File: config.mk
export PLATFORM = sky130hd
export DESIGN_NAME = date_string_weekday_parser
export DESIGN_NICKNAME = d
export VERILOG_FILES = /design/src/design/dsw_pkg.sv /design/src/design/dsw_front.sv /design/src/design/dsw_queue.sv /design/src/design/dsw_back.sv /design/src/design/date_string_weekday_parser.sv
export SDC_FILE = /design/constraint.sdc
export NUM_CORES = 1
export LEC_CHECK = 0
export CAP_MARGIN = 0
export CORE_UTILIZATION = 62
export DETAILED_ROUTE_END_ITERATION = 10
export DONT_BUFFER_PORTS = 1
export PLACE_DENSITY_LB_ADDON = 0.1
export REMOVE_ABC_BUFFERS = 1
export SLEW_MARGIN = 10
export SYNTH_ARGS = -nofsm -noshare
export SYNTH_HDL_FRONTEND = slang
export SYNTH_SLANG_ARGS = --single-unit
File: constraint.sdc
create_clock -name i_clk -period 23.8 [get_ports i_clk]
set_input_delay 1.19 -clock i_clk [delete_from_list [all_inputs] [get_ports i_clk]]
set_output_delay 1.19 -clock i_clk [all_outputs]
set_load 0.03 [all_outputs]
File: src/design/dsw_pkg.sv
`default_nettype none

package dsw_pkg;

    localparam int YEAR_W  = 14;
    localparam int DAY_W   = 7;
    localparam int MONTH_W = 7;
    localparam int POS_W   = 4;
    localparam int CHAR_W  = 8;
    localparam int ADDR_W  = 3;
    localparam int DATA_W  = 32;

    localparam int QUEUE_DEPTH = 4;

    localparam logic [YEAR_W-1:0] FIRST_YEAR     = 14'd1601;
    localparam logic [YEAR_W-1:0] YEAR_MAX_RESET = 14'd3000;

    localparam logic [CHAR_W-1:0] CHAR_SLASH = 8'h2F;
    localparam logic [CHAR_W-1:0] CHAR_DASH  = 8'h2D;
    localparam logic [CHAR_W-1:0] CHAR_ZERO  = 8'h30;
    localparam logic [CHAR_W-1:0] CHAR_NINE  = 8'h39;

    localparam logic [POS_W-1:0] POS_SEP_FIRST  = 4'd2;
    localparam logic [POS_W-1:0] POS_SEP_SECOND = 4'd5;
    localparam logic [POS_W-1:0] POS_STRING_LEN = 4'd10;
    localparam logic [POS_W-1:0] POS_SATURATE   = 4'd11;

    // register index, taken from paddr[2]
    localparam logic [0:0] REG_YEAR_MAX = 1'b0;

    // floor(x/100) = (x * 5243) >> 19 for x below 43699
    localparam int DIV100_MUL   = 5243;
    localparam int DIV100_SHIFT = 19;
    // floor(x/7) = (x * 18725) >> 17 for 14-bit x
    localparam int DIV7_MUL     = 18725;
    localparam int DIV7_SHIFT   = 17;

    typedef struct packed {
        logic                fmt_ok;
        logic [DAY_W-1:0]    day;
        logic [MONTH_W-1:0]  month;
        logic [YEAR_W-1:0]   year;
    } t_date;

    function automatic logic [8:0] days_before_month(input logic [3:0] month);
        logic [8:0] days;
        unique case (month)
            4'd1:    days = 9'd0;
            4'd2:    days = 9'd31;
            4'd3:    days = 9'd59;
            4'd4:    days = 9'd90;
            4'd5:    days = 9'd120;
            4'd6:    days = 9'd151;
            4'd7:    days = 9'd181;
            4'd8:    days = 9'd212;
            4'd9:    days = 9'd243;
            4'd10:   days = 9'd273;
            4'd11:   days = 9'd304;
            4'd12:   days = 9'd334;
            default: days = 9'd0;
        endcase
        return days;
    endfunction

    function automatic logic [4:0] days_in_month(input logic [3:0] month);
        logic [4:0] days;
        unique case (month)
            4'd2:                      days = 5'd28;
            4'd4, 4'd6, 4'd9, 4'd11:   days = 5'd30;
            4'd1, 4'd3, 4'd5, 4'd7,
            4'd8, 4'd10, 4'd12:        days = 5'd31;
            default:                   days = 5'd0;
        endcase
        return days;
    endfunction

endpackage

`default_nettype wire

File: src/design/dsw_front.sv
`default_nettype none

module dsw_front (
    input  wire                         i_clk,
    input  wire                         i_rst_n,
    input  wire                         i_valid,
    output logic                        o_ready,
    input  wire  [dsw_pkg::CHAR_W-1:0]  i_char_code,
    input  wire                         i_is_last,
    input  wire                         i_queue_full,
    output logic                        o_push,
    output dsw_pkg::t_date              o_rec
);

    logic [dsw_pkg::POS_W-1:0]   r_pos,   n_pos;
    logic [dsw_pkg::DAY_W-1:0]   r_day,   n_day;
    logic [dsw_pkg::MONTH_W-1:0] r_month, n_month;
    logic [dsw_pkg::YEAR_W-1:0]  r_year,  n_year;
    logic [dsw_pkg::CHAR_W-1:0]  r_sep,   n_sep;
    logic                        r_err,   n_err;

    logic       w_digit;
    logic [3:0] w_dv;
    logic       w_char_err;
    logic       w_accept;

    assign o_ready  = !i_queue_full;
    assign w_accept = i_valid && o_ready;
    assign o_push   = w_accept && i_is_last;

    always_comb begin
        w_digit    = (i_char_code >= dsw_pkg::CHAR_ZERO) && (i_char_code <= dsw_pkg::CHAR_NINE);
        w_dv       = i_char_code[3:0];
        w_char_err = 1'b0;
        n_day      = r_day;
        n_month    = r_month;
        n_year     = r_year;
        n_sep      = r_sep;

        if (r_pos == dsw_pkg::POS_SEP_FIRST) begin
            n_sep      = i_char_code;
            w_char_err = (i_char_code != dsw_pkg::CHAR_SLASH) &&
                         (i_char_code != dsw_pkg::CHAR_DASH);
        end else if (r_pos == dsw_pkg::POS_SEP_SECOND) begin
            w_char_err = (i_char_code != r_sep);
        end else if (r_pos < dsw_pkg::POS_STRING_LEN) begin
            if (!w_digit) begin
                w_char_err = 1'b1;
            end else if (r_pos < dsw_pkg::POS_SEP_FIRST) begin
                n_day = 7'(10'({r_day, 3'b000}) + 10'({r_day, 1'b0}) + 10'(w_dv));
            end else if (r_pos < dsw_pkg::POS_SEP_SECOND) begin
                n_month = 7'(10'({r_month, 3'b000}) + 10'({r_month, 1'b0}) + 10'(w_dv));
            end else begin
                n_year = 14'(17'({r_year, 3'b000}) + 17'({r_year, 1'b0}) + 17'(w_dv));
            end
        end else begin
            w_char_err = 1'b1;
        end

        n_err = r_err || w_char_err;
        n_pos = (r_pos < dsw_pkg::POS_SATURATE) ? r_pos + 4'd1 : r_pos;

        o_rec.fmt_ok = (n_pos == dsw_pkg::POS_STRING_LEN) && !n_err;
        o_rec.day    = n_day;
        o_rec.month  = n_month;
        o_rec.year   = n_year;
    end

    always_ff @(posedge i_clk) begin
        if (!i_rst_n || o_push) begin
            r_pos   <= '0;
            r_day   <= '0;
            r_month <= '0;
            r_year  <= '0;
            r_sep   <= '0;
            r_err   <= 1'b0;
        end else if (w_accept) begin
            r_pos   <= n_pos;
            r_day   <= n_day;
            r_month <= n_month;
            r_year  <= n_year;
            r_sep   <= n_sep;
            r_err   <= n_err;
        end
    end

endmodule

`default_nettype wire

File: src/design/dsw_queue.sv
`default_nettype none

module dsw_queue #(
    parameter int DEPTH = dsw_pkg::QUEUE_DEPTH
) (
    input  wire                i_clk,
    input  wire                i_rst_n,
    input  wire                i_push,
    input  dsw_pkg::t_date     i_data,
    input  wire                i_pop,
    output dsw_pkg::t_date     o_data,
    output logic               o_full,
    output logic               o_empty
);

    localparam int PTR_W = (DEPTH > 1) ? $clog2(DEPTH) : 1;
    localparam int CNT_W = $clog2(DEPTH + 1);

    dsw_pkg::t_date     r_mem [DEPTH];
    logic [PTR_W-1:0]   r_wr_ptr, r_rd_ptr;
    logic [CNT_W-1:0]   r_count;

    assign o_full  = (r_count == CNT_W'(DEPTH));
    assign o_empty = (r_count == '0);
    assign o_data  = r_mem[r_rd_ptr];

    function automatic logic [PTR_W-1:0] ptr_inc(input logic [PTR_W-1:0] ptr);
        return (ptr == PTR_W'(DEPTH - 1)) ? '0 : ptr + PTR_W'(1);
    endfunction

    always_ff @(posedge i_clk) begin
        if (i_push) begin
            r_mem[r_wr_ptr] <= i_data;
        end
    end

    always_ff @(posedge i_clk) begin
        if (!i_rst_n) begin
            r_wr_ptr <= '0;
            r_rd_ptr <= '0;
            r_count  <= '0;
        end else begin
            if (i_push) begin
                r_wr_ptr <= ptr_inc(r_wr_ptr);
            end
            if (i_pop) begin
                r_rd_ptr <= ptr_inc(r_rd_ptr);
            end
            if (i_push && !i_pop) begin
                r_count <= r_count + CNT_W'(1);
            end else if (i_pop && !i_push) begin
                r_count <= r_count - CNT_W'(1);
            end
        end
    end

endmodule

`default_nettype wire

File: src/design/dsw_back.sv
`default_nettype none

module dsw_back (
    input  wire                           i_clk,
    input  wire                           i_rst_n,
    input  wire  [dsw_pkg::YEAR_W-1:0]    i_year_max,
    input  wire                           i_empty,
    input  dsw_pkg::t_date                i_rec,
    output logic                          o_pop,
    output logic                          o_valid,
    input  wire                           i_ready,
    output logic                          o_date_valid,
    output logic [2:0]                    o_weekday,
    output logic [dsw_pkg::DAY_W-1:0]     o_day_of_month,
    output logic [dsw_pkg::MONTH_W-1:0]   o_month_number,
    output logic [dsw_pkg::YEAR_W-1:0]    o_year_number
);

    logic w_adv;

    // stage 1: range checks and the divisions by 100
    logic                        r1_valid, r1_ok;
    logic [dsw_pkg::DAY_W-1:0]   r1_day;
    logic [dsw_pkg::MONTH_W-1:0] r1_month;
    logic [dsw_pkg::YEAR_W-1:0]  r1_year, r1_n;
    logic [7:0]                  r1_yq, r1_nq;

    // stage 2: leap rule, month length, day count mod-7 operand
    logic                        r2_valid, r2_ok;
    logic [dsw_pkg::DAY_W-1:0]   r2_day;
    logic [dsw_pkg::MONTH_W-1:0] r2_month;
    logic [dsw_pkg::YEAR_W-1:0]  r2_year, r2_sum;

    logic [dsw_pkg::YEAR_W-1:0]  w_n;
    logic [26:0]                 w_yprod, w_nprod;
    logic                        w_ok_a;

    logic [14:0]                 w_yq100;
    logic                        w_century, w_leap, w_leap_adj, w_ok_b;
    logic [4:0]                  w_limit;
    logic [14:0]                 w_sum;

    logic [28:0]                 w_qprod;
    logic [11:0]                 w_q;
    logic [13:0]                 w_rem;
    logic [2:0]                  w_wd;

    assign w_adv = !o_valid || i_ready;
    assign o_pop = w_adv && !i_empty;

    always_comb begin
        w_n     = i_rec.year - dsw_pkg::FIRST_YEAR;
        w_yprod = 27'(i_rec.year) * 27'(dsw_pkg::DIV100_MUL);
        w_nprod = 27'(w_n) * 27'(dsw_pkg::DIV100_MUL);
        w_ok_a  = i_rec.fmt_ok &&
                  (i_rec.month >= 7'd1) && (i_rec.month <= 7'd12) &&
                  (i_rec.year >= dsw_pkg::FIRST_YEAR) && (i_rec.year <= i_year_max) &&
                  (i_rec.day >= 7'd1) && (i_rec.day <= 7'd31);
    end

    always_comb begin
        w_yq100    = 15'(r1_yq) * 15'd100;
        w_century  = (w_yq100 == 15'(r1_year));
        w_leap     = (r1_year[1:0] == 2'b00) && (!w_century || (r1_yq[1:0] == 2'b00));
        w_leap_adj = w_leap && (r1_month > 7'd2);
        w_limit    = (r1_month == 7'd2 && w_leap) ? 5'd29
                                                  : dsw_pkg::days_in_month(r1_month[3:0]);
        w_ok_b     = r1_ok && (r1_day <= 7'(w_limit));
        // 365 is 1 mod 7, so one day per year suffices
        w_sum      = 15'(r1_n) + 15'(r1_n[13:2]) - 15'(r1_nq) + 15'(r1_nq[7:2])
                   + 15'(dsw_pkg::days_before_month(r1_month[3:0]))
                   + 15'(w_leap_adj) + 15'(r1_day) - 15'd1;
    end

    always_comb begin
        w_qprod = 29'(r2_sum) * 29'(dsw_pkg::DIV7_MUL);
        w_q     = w_qprod[28:dsw_pkg::DIV7_SHIFT];
        w_rem   = r2_sum - 14'(15'(w_q) * 15'd7);
        w_wd    = w_rem[2:0] + 3'd1;
    end

    always_ff @(posedge i_clk) begin
        if (!i_rst_n) begin
            r1_valid <= 1'b0;
            r2_valid <= 1'b0;
            o_valid  <= 1'b0;
        end else if (w_adv) begin
            r1_valid <= !i_empty;
            r2_valid <= r1_valid;
            o_valid  <= r2_valid;
        end
    end

    always_ff @(posedge i_clk) begin
        if (w_adv) begin
            r1_ok    <= w_ok_a;
            r1_day   <= i_rec.day;
            r1_month <= i_rec.month;
            r1_year  <= i_rec.year;
            r1_n     <= w_n;
            r1_yq    <= w_yprod[26:dsw_pkg::DIV100_SHIFT];
            r1_nq    <= w_nprod[26:dsw_pkg::DIV100_SHIFT];

            r2_ok    <= w_ok_b;
            r2_day   <= r1_day;
            r2_month <= r1_month;
            r2_year  <= r1_year;
            r2_sum   <= w_sum[13:0];

            o_date_valid   <= r2_ok;
            o_weekday      <= r2_ok ? w_wd     : 3'd0;
            o_day_of_month <= r2_ok ? r2_day   : '0;
            o_month_number <= r2_ok ? r2_month : '0;
            o_year_number  <= r2_ok ? r2_year  : '0;
        end
    end

endmodule

`default_nettype wire

File: src/design/date_string_weekday_parser.sv
// The result for a string appears on o_valid after its last character is accepted, passing
// through the queue write, two check/arithmetic stages and the output register; a low i_ready stalls it.
// The front end takes one character per cycle while the queue is not full, and the fully
// pipelined back end gives one result per cycle while i_ready is high.
// Reset: synchronous, active low; clears string state, queue and pipeline, year_max = 3000.
`default_nettype none

module date_string_weekday_parser #(
    parameter int QUEUE_DEPTH = dsw_pkg::QUEUE_DEPTH
) (
    input  wire                           i_clk,
    input  wire                           i_rst_n,

    input  wire                           i_valid,
    output logic                          o_ready,
    input  wire  [dsw_pkg::CHAR_W-1:0]    i_char_code,
    input  wire                           i_is_last,

    output logic                          o_valid,
    input  wire                           i_ready,
    output logic                          o_date_valid,
    output logic [2:0]                    o_weekday,
    output logic [dsw_pkg::DAY_W-1:0]     o_day_of_month,
    output logic [dsw_pkg::MONTH_W-1:0]   o_month_number,
    output logic [dsw_pkg::YEAR_W-1:0]    o_year_number,

    input  wire                           psel,
    input  wire                           penable,
    input  wire                           pwrite,
    input  wire  [dsw_pkg::ADDR_W-1:0]    paddr,
    input  wire  [dsw_pkg::DATA_W-1:0]    pwdata,
    output logic [dsw_pkg::DATA_W-1:0]    prdata,
    output logic                          pready
);

    logic [dsw_pkg::YEAR_W-1:0] r_year_max;

    logic           w_push, w_pop, w_full, w_empty;
    dsw_pkg::t_date w_rec_in, w_rec_out;

    assign pready = 1'b1;

    always_ff @(posedge i_clk) begin
        if (!i_rst_n) begin
            r_year_max <= dsw_pkg::YEAR_MAX_RESET;
        end else if (psel && penable && pwrite && pready && paddr[2] == dsw_pkg::REG_YEAR_MAX) begin
            r_year_max <= pwdata[dsw_pkg::YEAR_W-1:0];
        end
    end

    always_comb begin
        unique case (paddr[2])
            dsw_pkg::REG_YEAR_MAX: prdata = dsw_pkg::DATA_W'(r_year_max);
            default:               prdata = '0;
        endcase
    end

    dsw_front u_front (
        .i_clk        (i_clk),
        .i_rst_n      (i_rst_n),
        .i_valid      (i_valid),
        .o_ready      (o_ready),
        .i_char_code  (i_char_code),
        .i_is_last    (i_is_last),
        .i_queue_full (w_full),
        .o_push       (w_push),
        .o_rec        (w_rec_in)
    );

    dsw_queue #(
        .DEPTH (QUEUE_DEPTH)
    ) u_queue (
        .i_clk   (i_clk),
        .i_rst_n (i_rst_n),
        .i_push  (w_push),
        .i_data  (w_rec_in),
        .i_pop   (w_pop),
        .o_data  (w_rec_out),
        .o_full  (w_full),
        .o_empty (w_empty)
    );

    dsw_back u_back (
        .i_clk          (i_clk),
        .i_rst_n        (i_rst_n),
        .i_year_max     (r_year_max),
        .i_empty        (w_empty),
        .i_rec          (w_rec_out),
        .o_pop          (w_pop),
        .o_valid        (o_valid),
        .i_ready        (i_ready),
        .o_date_valid   (o_date_valid),
        .o_weekday      (o_weekday),
        .o_day_of_month (o_day_of_month),
        .o_month_number (o_month_number),
        .o_year_number  (o_year_number)
    );

endmodule

`default_nettype wire

==> impl_metrics.tcl, run 1 <==
set metrics [dict create \
    outcome "finished, final reports clean" \
    cts-root-to-sink-buffers 3 \
    largest_net_degree_at_the_start_of_global_routing 79 \
    fraction_of_final_layout_cells_sized_beyond_drive_strength_1_pct 6.03 \
    cts.clk_slew.worst_paths_ns 0.06 \
    worstSkewPairLatency_ns 0.55 \
    total_wire_length_um 48000 \
    dp_slack_ns 15.10 \
    fp.coreArea_mm2 0.0398 \
    max_cap_violations 0 \
    worst-endpoint-arrival_ns 9.03 \
    finalNetCount 2811 \
    initial_standard_cell_utilization_of_the_core_pct 63.0 \
    report.final.hold_viol_count 0 \
    setup_viol 0 \
    class_of_the_tightest_hold_or_removal_check "reg2reg" \
    grt_pass1_wl_um 80200 \
    synth_seq_cells 329 \
    synth_flop_cell "sky130_fd_sc_hd__edfxtp_1" \
    port-buffer-count 0 \
    fin_crit_sh_pct 36.8 \
    worstPathRequired_ns 24.08 \
    cts_inserted_buffers 37 \
    syn-cell-area_mm2 0.0251 \
    io-pin-count 118 \
    max_clock_freq_mhz 114 \
    flow.area_growth_from_synthesis_pct 7.38 \
    cts_htree_levels 2 \
    synth.yosys.warnings 0 \
    fp.dieArea_mm2 0.0413 \
    crit_path_end_kind "flop" \
    postRouteAntennaNets 0 \
    rsz_0062_raised_after_global_routing "no" \
    slew_headroom_pct 31.5 \
    drt_first_iter_violations 729 \
    min-delay-start "u_back.r1_month[6]" \
    finClkSkew_ns 0.0240 \
    dieWidth_um 203 \
    synth_enable_flop_cells 250 \
    dr_total_vias 15000 \
    gp_routability_congestion 0.901 \
    final_cell_mix "sky130_fd_sc_hd__ha_1 (404), sky130_fd_sc_hd__inv_1 (382), sky130_fd_sc_hd__edfxtp_1 (250), sky130_fd_sc_hd__fa_1 (194), sky130_fd_sc_hd__nand2_1 (136)" \
    cts-root-buf "sky130_fd_sc_hd__clkbuf_16" \
    hold_bufs_inserted_after_cts 0 \
    insertedDiodeCount 0 \
    grt_antenna_before_repair 1 \
    detail_route.wl_per_cell_um 17.7 \
    cp-start-kind "flop" \
    tritoncts "built" \
    yosysSeqAreaShare_pct 36.2 \
    tightest_pin_transition_ns 1.02 \
    post_cts_resized 0 \
    detailedRoute.firstPassIterationCount 6 \
    route.detailed.vias_per_inst 5.54 \
    postSynth.asyncResetShare_pct 0 \
    globalRoute.totalOverflow 0 \
    finalMaxSlewViolations 0 \
    first_global_vias 16100 \
    chipHeight_um 203 \
    globalRouteTotalUtil_pct 24.8 \
    drt_drc_violations_left 0 \
    timing.setup.tns_ns 0 \
    post-cts-setup-buffers 0 \
    worst-setup-path-type "reg2reg" \
    number_of_standard_cells_after_synthesis 2142 \
    synth.avg_cell_area_um2 11.7 \
    floorplan.rows 73 \
    timing.critical_path.fanout_max 29 \
    period_needed_ns 8.75 \
    timing.final.ws_setup_ns 15.05 \
    commonest_non_fill_non_tap_cell_in_the_layout "sky130_fd_sc_hd__ha_1" \
    sinks_on_the_clock_net 329 \
    yosysUniqueCellTypes 75 \
    layout.filler_cells 2980 \
    post-dp-hpwl_um 37100 \
]
[metal layers]
layer | track usage (%) | up-vias | wire (um)
li1 | - | 7310 | -
met1 | 32.0 | 7421 | 21300
met2 | 42.4 | 234 | 23700
met3 | 4.27 | 70 | 1870
met4 | 7.84 | 2 | 1210
met5 | 0 | - | 19
[cells in the mapped netlist (all sizes together), types with 3 or more instances]
| library cell | count | area share, % |
|---|---|---|
| mux2 | 23 | 1.0 |
| and3 | 7 | 0.17 |
| a41o | 3 | 0.12 |
| nor3 | 20 | 0.46 |
| fa | 194 | 15 |
| nor2 | 77 | 1.2 |
| a31oi | 13 | 0.35 |
| and2 | 34 | 0.85 |
| nand2 | 136 | 2.0 |
| nor4 | 11 | 0.36 |
| dfxtp | 79 | 6.3 |
| nand3 | 18 | 0.36 |
| a21o | 27 | 0.81 |
| xor2 | 22 | 0.77 |
| o21a | 11 | 0.33 |
| edfxtp | 250 | 30 |
| nand4 | 16 | 0.40 |
| or4 | 3 | 0.090 |
| a21oi | 100 | 2.0 |
| o211ai | 12 | 0.36 |
| a211oi | 8 | 0.24 |
| inv | 384 | 5.7 |
| mux4 | 29 | 2.8 |
| ha | 404 | 20 |
| xnor2 | 87 | 3.0 |
| nor2b | 15 | 0.37 |
| buf | 27 | 0.80 |
| a21boi | 12 | 0.37 |
| o31ai | 5 | 0.15 |
| clkbuf | 23 | 0.34 |
| o21ai | 36 | 0.73 |
| o21bai | 8 | 0.24 |
| mux2i | 7 | 0.36 |
| nand2b | 8 | 0.20 |
[cells by family after synthesis]
kind of cell    Yosys count  synth area share [%]
compound gates          253                  6.39
xor+xnor                109                  3.80
fa+ha+maj               598                  35.6
buf+inv                 434                  6.89
flops                   329                  36.2
mux                      59                  4.19
other cells               2                0.0299
simple gates            358                  6.87
[sequential cells by signal (all words and copies together) (netlist names), 7 cells and up, named ones only]
register               count
u_queue.r_mem            116
u_back.r2_sum             14
u_front.r_year            14
u_back.r1_day              7
u_back.r1_nq               8
u_back.r2_month            7
r_year_max                14
u_front.r_month            7
u_front.r_day              7
u_front.r_sep              8
u_back.r1_month            7
u_back.r1_year            14
u_back.o_day_of_month      7
u_back.o_year_number      14
u_back.r1_yq               8
u_back.r2_year            14
u_back.o_month_number      7
u_back.r1_n               14
u_back.r2_day              7
[final timing paths]
path | to | slack [ns] | cells after the start
min reg2reg | u_back.r2_month[6] | 0.44 | 0
min | u_back.r2_month[6] | 0.44 | 0
max | u_back.r1_nq[7] | 15.05 | 25
max reg2reg | u_back.r1_nq[7] | 15.05 | 25
[through the flow]
stage	util, %	hold slack [ns]	instances	area, um2
floorplan	-	0.418	2109	24900
global route	67.7	0.467	2715	27000
global placement	64.4	0.429	2648	25600
finish	67.7	0.442	2715	27000
CTS	67.7	0.443	2715	27000
detailed placement	64.4	0.429	2648	25600
[critical path, cell delays in order (launching register included)]
cell and delay (ns):
sky130_fd_sc_hd__dfxtp_2 0.31, sky130_fd_sc_hd__buf_4 0.44, sky130_fd_sc_hd__mux4_2 0.75, sky130_fd_sc_hd__inv_1 0.38, sky130_fd_sc_hd__ha_1 0.31, sky130_fd_sc_hd__o21ai_0 0.19, sky130_fd_sc_hd__a21bo_2 0.27, sky130_fd_sc_hd__a21oi_1 0.29
sky130_fd_sc_hd__o21bai_1 0.12, sky130_fd_sc_hd__xnor2_1 0.57, sky130_fd_sc_hd__inv_1 0.28, sky130_fd_sc_hd__ha_1 0.42, sky130_fd_sc_hd__fa_1 0.52, sky130_fd_sc_hd__fa_1 0.53, sky130_fd_sc_hd__inv_1 0.05, sky130_fd_sc_hd__fa_1 0.47
sky130_fd_sc_hd__fa_1 0.55, sky130_fd_sc_hd__inv_1 0.05, sky130_fd_sc_hd__ha_1 0.31, sky130_fd_sc_hd__a21oi_1 0.18, sky130_fd_sc_hd__o21ai_0 0.14, sky130_fd_sc_hd__a21oi_1 0.35, sky130_fd_sc_hd__a31oi_1 0.17, sky130_fd_sc_hd__o21a_1 0.26
sky130_fd_sc_hd__o41ai_1 0.45, sky130_fd_sc_hd__xnor2_1 0.12
[final cells by class]
type                            count  area (um2)  area share (%)
Multi-Input combinational cell   1396       14300            53.2
Sequential cell                   329        9090            33.7
Inverter                          384        1450            5.37
Clock buffer                       45        1010            3.74
Tap cell                          525         657            2.44
Clock inverter                     22         299            1.11
Timing Repair Buffer               14         105           0.390
Power of run 1 is left out: the tool's default activity adds up to more than one toggle a clock period on the data nets, which glitch-free logic cannot reach.
==> run 2: changes to the inputs <==
==> constraint.sdc (replaced) <==
create_clock -name i_clk -period 8.6 [get_ports i_clk]
set_input_delay 0.43 -clock i_clk [delete_from_list [all_inputs] [get_ports i_clk]]
set_output_delay 0.43 -clock i_clk [all_outputs]
set_load 0.03 [all_outputs]
==> impl_metrics.tcl, run 2 (synthesized netlist as in run 1, its figures left out) <==
set metrics [dict create \
    outcome "finished, final reports clean" \
    finalNetCount 2825 \
    globalRoute.totalOverflow 0 \
    detail_route.wl_per_cell_um 17.9 \
    fraction_of_final_layout_cells_sized_beyond_drive_strength_1_pct 6.35 \
    total_wire_length_um 48800 \
    timing.critical_path.fanout_max 12 \
    layout.filler_cells 3021 \
    cts_htree_levels 2 \
    insertedDiodeCount 0 \
    post-dp-hpwl_um 37400 \
    slew_headroom_pct 32.2 \
    fp.dieArea_mm2 0.0413 \
    hold_path_cell_cnt 2 \
    timing.setup.tns_ns 0 \
    chipHeight_um 203 \
    tritoncts "built" \
    worst-setup-path-type "reg2reg" \
    met3_layer_usage_reported_by_global_route_pct 3.98 \
    max_clock_freq_mhz 126 \
    grt.busiest_layer "met2" \
    postRouteAntennaNets 0 \
    finClkSkew_ns 0.0203 \
    commonest_non_fill_non_tap_cell_in_the_layout "sky130_fd_sc_hd__ha_1" \
    route.detailed.vias_per_inst 5.53 \
    max_cap_violations 0 \
    worst-endpoint-arrival_ns 8.24 \
    worstSkewPairLatency_ns 0.56 \
    dr_total_vias 15100 \
    drt_first_iter_violations 762 \
    crit_path_end_kind "flop" \
    grt_use_met2_pct 42.4 \
    cts_inserted_buffers 37 \
    cts-root-to-sink-buffers 3 \
    initial_standard_cell_utilization_of_the_core_pct 63.0 \
    fin_crit_sh_pct 92.5 \
    dieWidth_um 203 \
    cp-start-kind "flop" \
    grt_antenna_before_repair 0 \
    sinks_on_the_clock_net 329 \
    final_design_area_no_fill_mm2 0.0270 \
    class_of_the_tightest_hold_or_removal_check "in2reg" \
    detailedRoute.firstPassIterationCount 5 \
    io-pin-count 118 \
    standard_cell_area_after_detailed_placement_mm2 0.0257 \
    report.final.hold_viol_count 0 \
    fp.coreArea_mm2 0.0398 \
    cts.clk_slew.worst_paths_ns 0.06 \
    flip_flop_count_of_the_largest_register_all_copies_and_words_added 116 \
    largest_reg_by_ff_count "u_queue.r_mem" \
    setup_viol 0 \
    floorplan.rows 73 \
    first_global_vias 15800 \
    grt_util_met1_pct 34.4 \
    grt_pass1_wl_um 81400 \
    period_needed_ns 7.96 \
    cts-root-buf "sky130_fd_sc_hd__clkbuf_16" \
    rsz_0062_raised_after_global_routing "no" \
    finalMaxSlewViolations 0 \
    final_cell_mix "sky130_fd_sc_hd__ha_1 (404), sky130_fd_sc_hd__inv_1 (382), sky130_fd_sc_hd__edfxtp_1 (250), sky130_fd_sc_hd__fa_1 (194), sky130_fd_sc_hd__nand2_1 (136)" \
    port-buffer-count 0 \
    post-cts-setup-buffers 0 \
    tightest_pin_transition_ns 1.02 \
    drt_drc_violations_left 0 \
    flow.area_growth_from_synthesis_pct 7.70 \
    timing.reg2reg.worst_path_depth 24 \
    globalRouteTotalUtil_pct 25.2 \
    gp_routability_congestion 0.931 \
    worstPathRequired_ns 8.89 \
    largest_net_degree_at_the_start_of_global_routing 88 \
]
==> run 2: changes by cell type in the layout (fill, tap and decap cells not counted), sizes merged <==
cell | previous run | this run
buf | 14 | 22
bufinv | 6 | 4
clkbuf | 45 | 46
clkinv | 12 | 10
clkinvlp | 2 | 4
dlygate4sd3 | 0 | 6
inv | 386 | 388
==> run 2: area by class of cell <==
class / instances / area, um2 / share of cell area, %
timing repair buffer: 28 / 225 / 0.833
inverter: 384 / 1450 / 5.35
sequential: 329 / 9090 / 33.6
clock buffer: 46 / 1010 / 3.74
tap: 525 / 657 / 2.43
multi-input combinational: 1396 / 14400 / 53.1
clock inverter: 22 / 248 / 0.916
==> run 2: worst paths after layout <==
check	startpoint	endpoint	slack, ns
worst max-delay path	flop	u_back.r1_nq[7]	0.64
worst min-delay path	pwdata[6]	r_year_max[6]	0.02
worst max register to register	flop	u_back.r1_nq[7]	0.64
worst min register to register	u_back.r1_month[5]	u_back.r2_month[5]	0.45
==> run 2: timing repair <==
item	CTS	global route
endpoints found under the hold margin	13	0
gates resized for setup	0	1
hold buffers	6	0
endpoints found under the setup margin	0	1
==> run 2: metrics by stage <==
| step | util, % | cells | hold WS (ns) | worst slack, ns |
|---|---|---|---|---|
| 6_report | 67.9 | 2730 | 0.0218 | 0.644 |
| 5_1_grt | 67.9 | 2730 | 0.00819 | 0.0470 |
| 4_1_cts | 67.9 | 2730 | 0.000131 | 0.439 |
| 3_5_place_dp | 64.5 | 2656 | 0.439 | 0.449 |
| 3_3_place_gp | 64.5 | 2656 | 0.426 | 0.654 |
| 2_1_floorplan | - | 2109 | 0.418 | 0.603 |
==> run 2: per-layer routing <==
metal / up-vias / routed length (um)
met1: 7464 / 22300
met3: 61 / 1850
li1: 7325 / -
met5: - / 0
met2: 238 / 23700
met4: 0 / 907
==> run 2: worst max-delay path: stages, from the launching register on <==
cell and delay (ns):
sky130_fd_sc_hd__dfxtp_2 0.56, sky130_fd_sc_hd__mux4_2 0.71, sky130_fd_sc_hd__inv_1 0.27, sky130_fd_sc_hd__ha_1 0.20
sky130_fd_sc_hd__o21ai_0 0.13, sky130_fd_sc_hd__a21bo_2 0.26, sky130_fd_sc_hd__a21oi_1 0.27, sky130_fd_sc_hd__o21bai_1 0.12
sky130_fd_sc_hd__xnor2_1 0.58, sky130_fd_sc_hd__inv_1 0.25, sky130_fd_sc_hd__ha_1 0.39, sky130_fd_sc_hd__fa_1 0.52
sky130_fd_sc_hd__inv_1 0.08, sky130_fd_sc_hd__fa_1 0.51, sky130_fd_sc_hd__inv_1 0.05, sky130_fd_sc_hd__fa_1 0.46
sky130_fd_sc_hd__fa_1 0.52, sky130_fd_sc_hd__ha_1 0.34, sky130_fd_sc_hd__a21oi_1 0.15, sky130_fd_sc_hd__o21ai_0 0.11
sky130_fd_sc_hd__a21oi_1 0.26, sky130_fd_sc_hd__a31oi_1 0.16, sky130_fd_sc_hd__o21a_1 0.24, sky130_fd_sc_hd__o41ai_1 0.45
sky130_fd_sc_hd__xnor2_1 0.11
Power of run 2 is left out for the same reason.
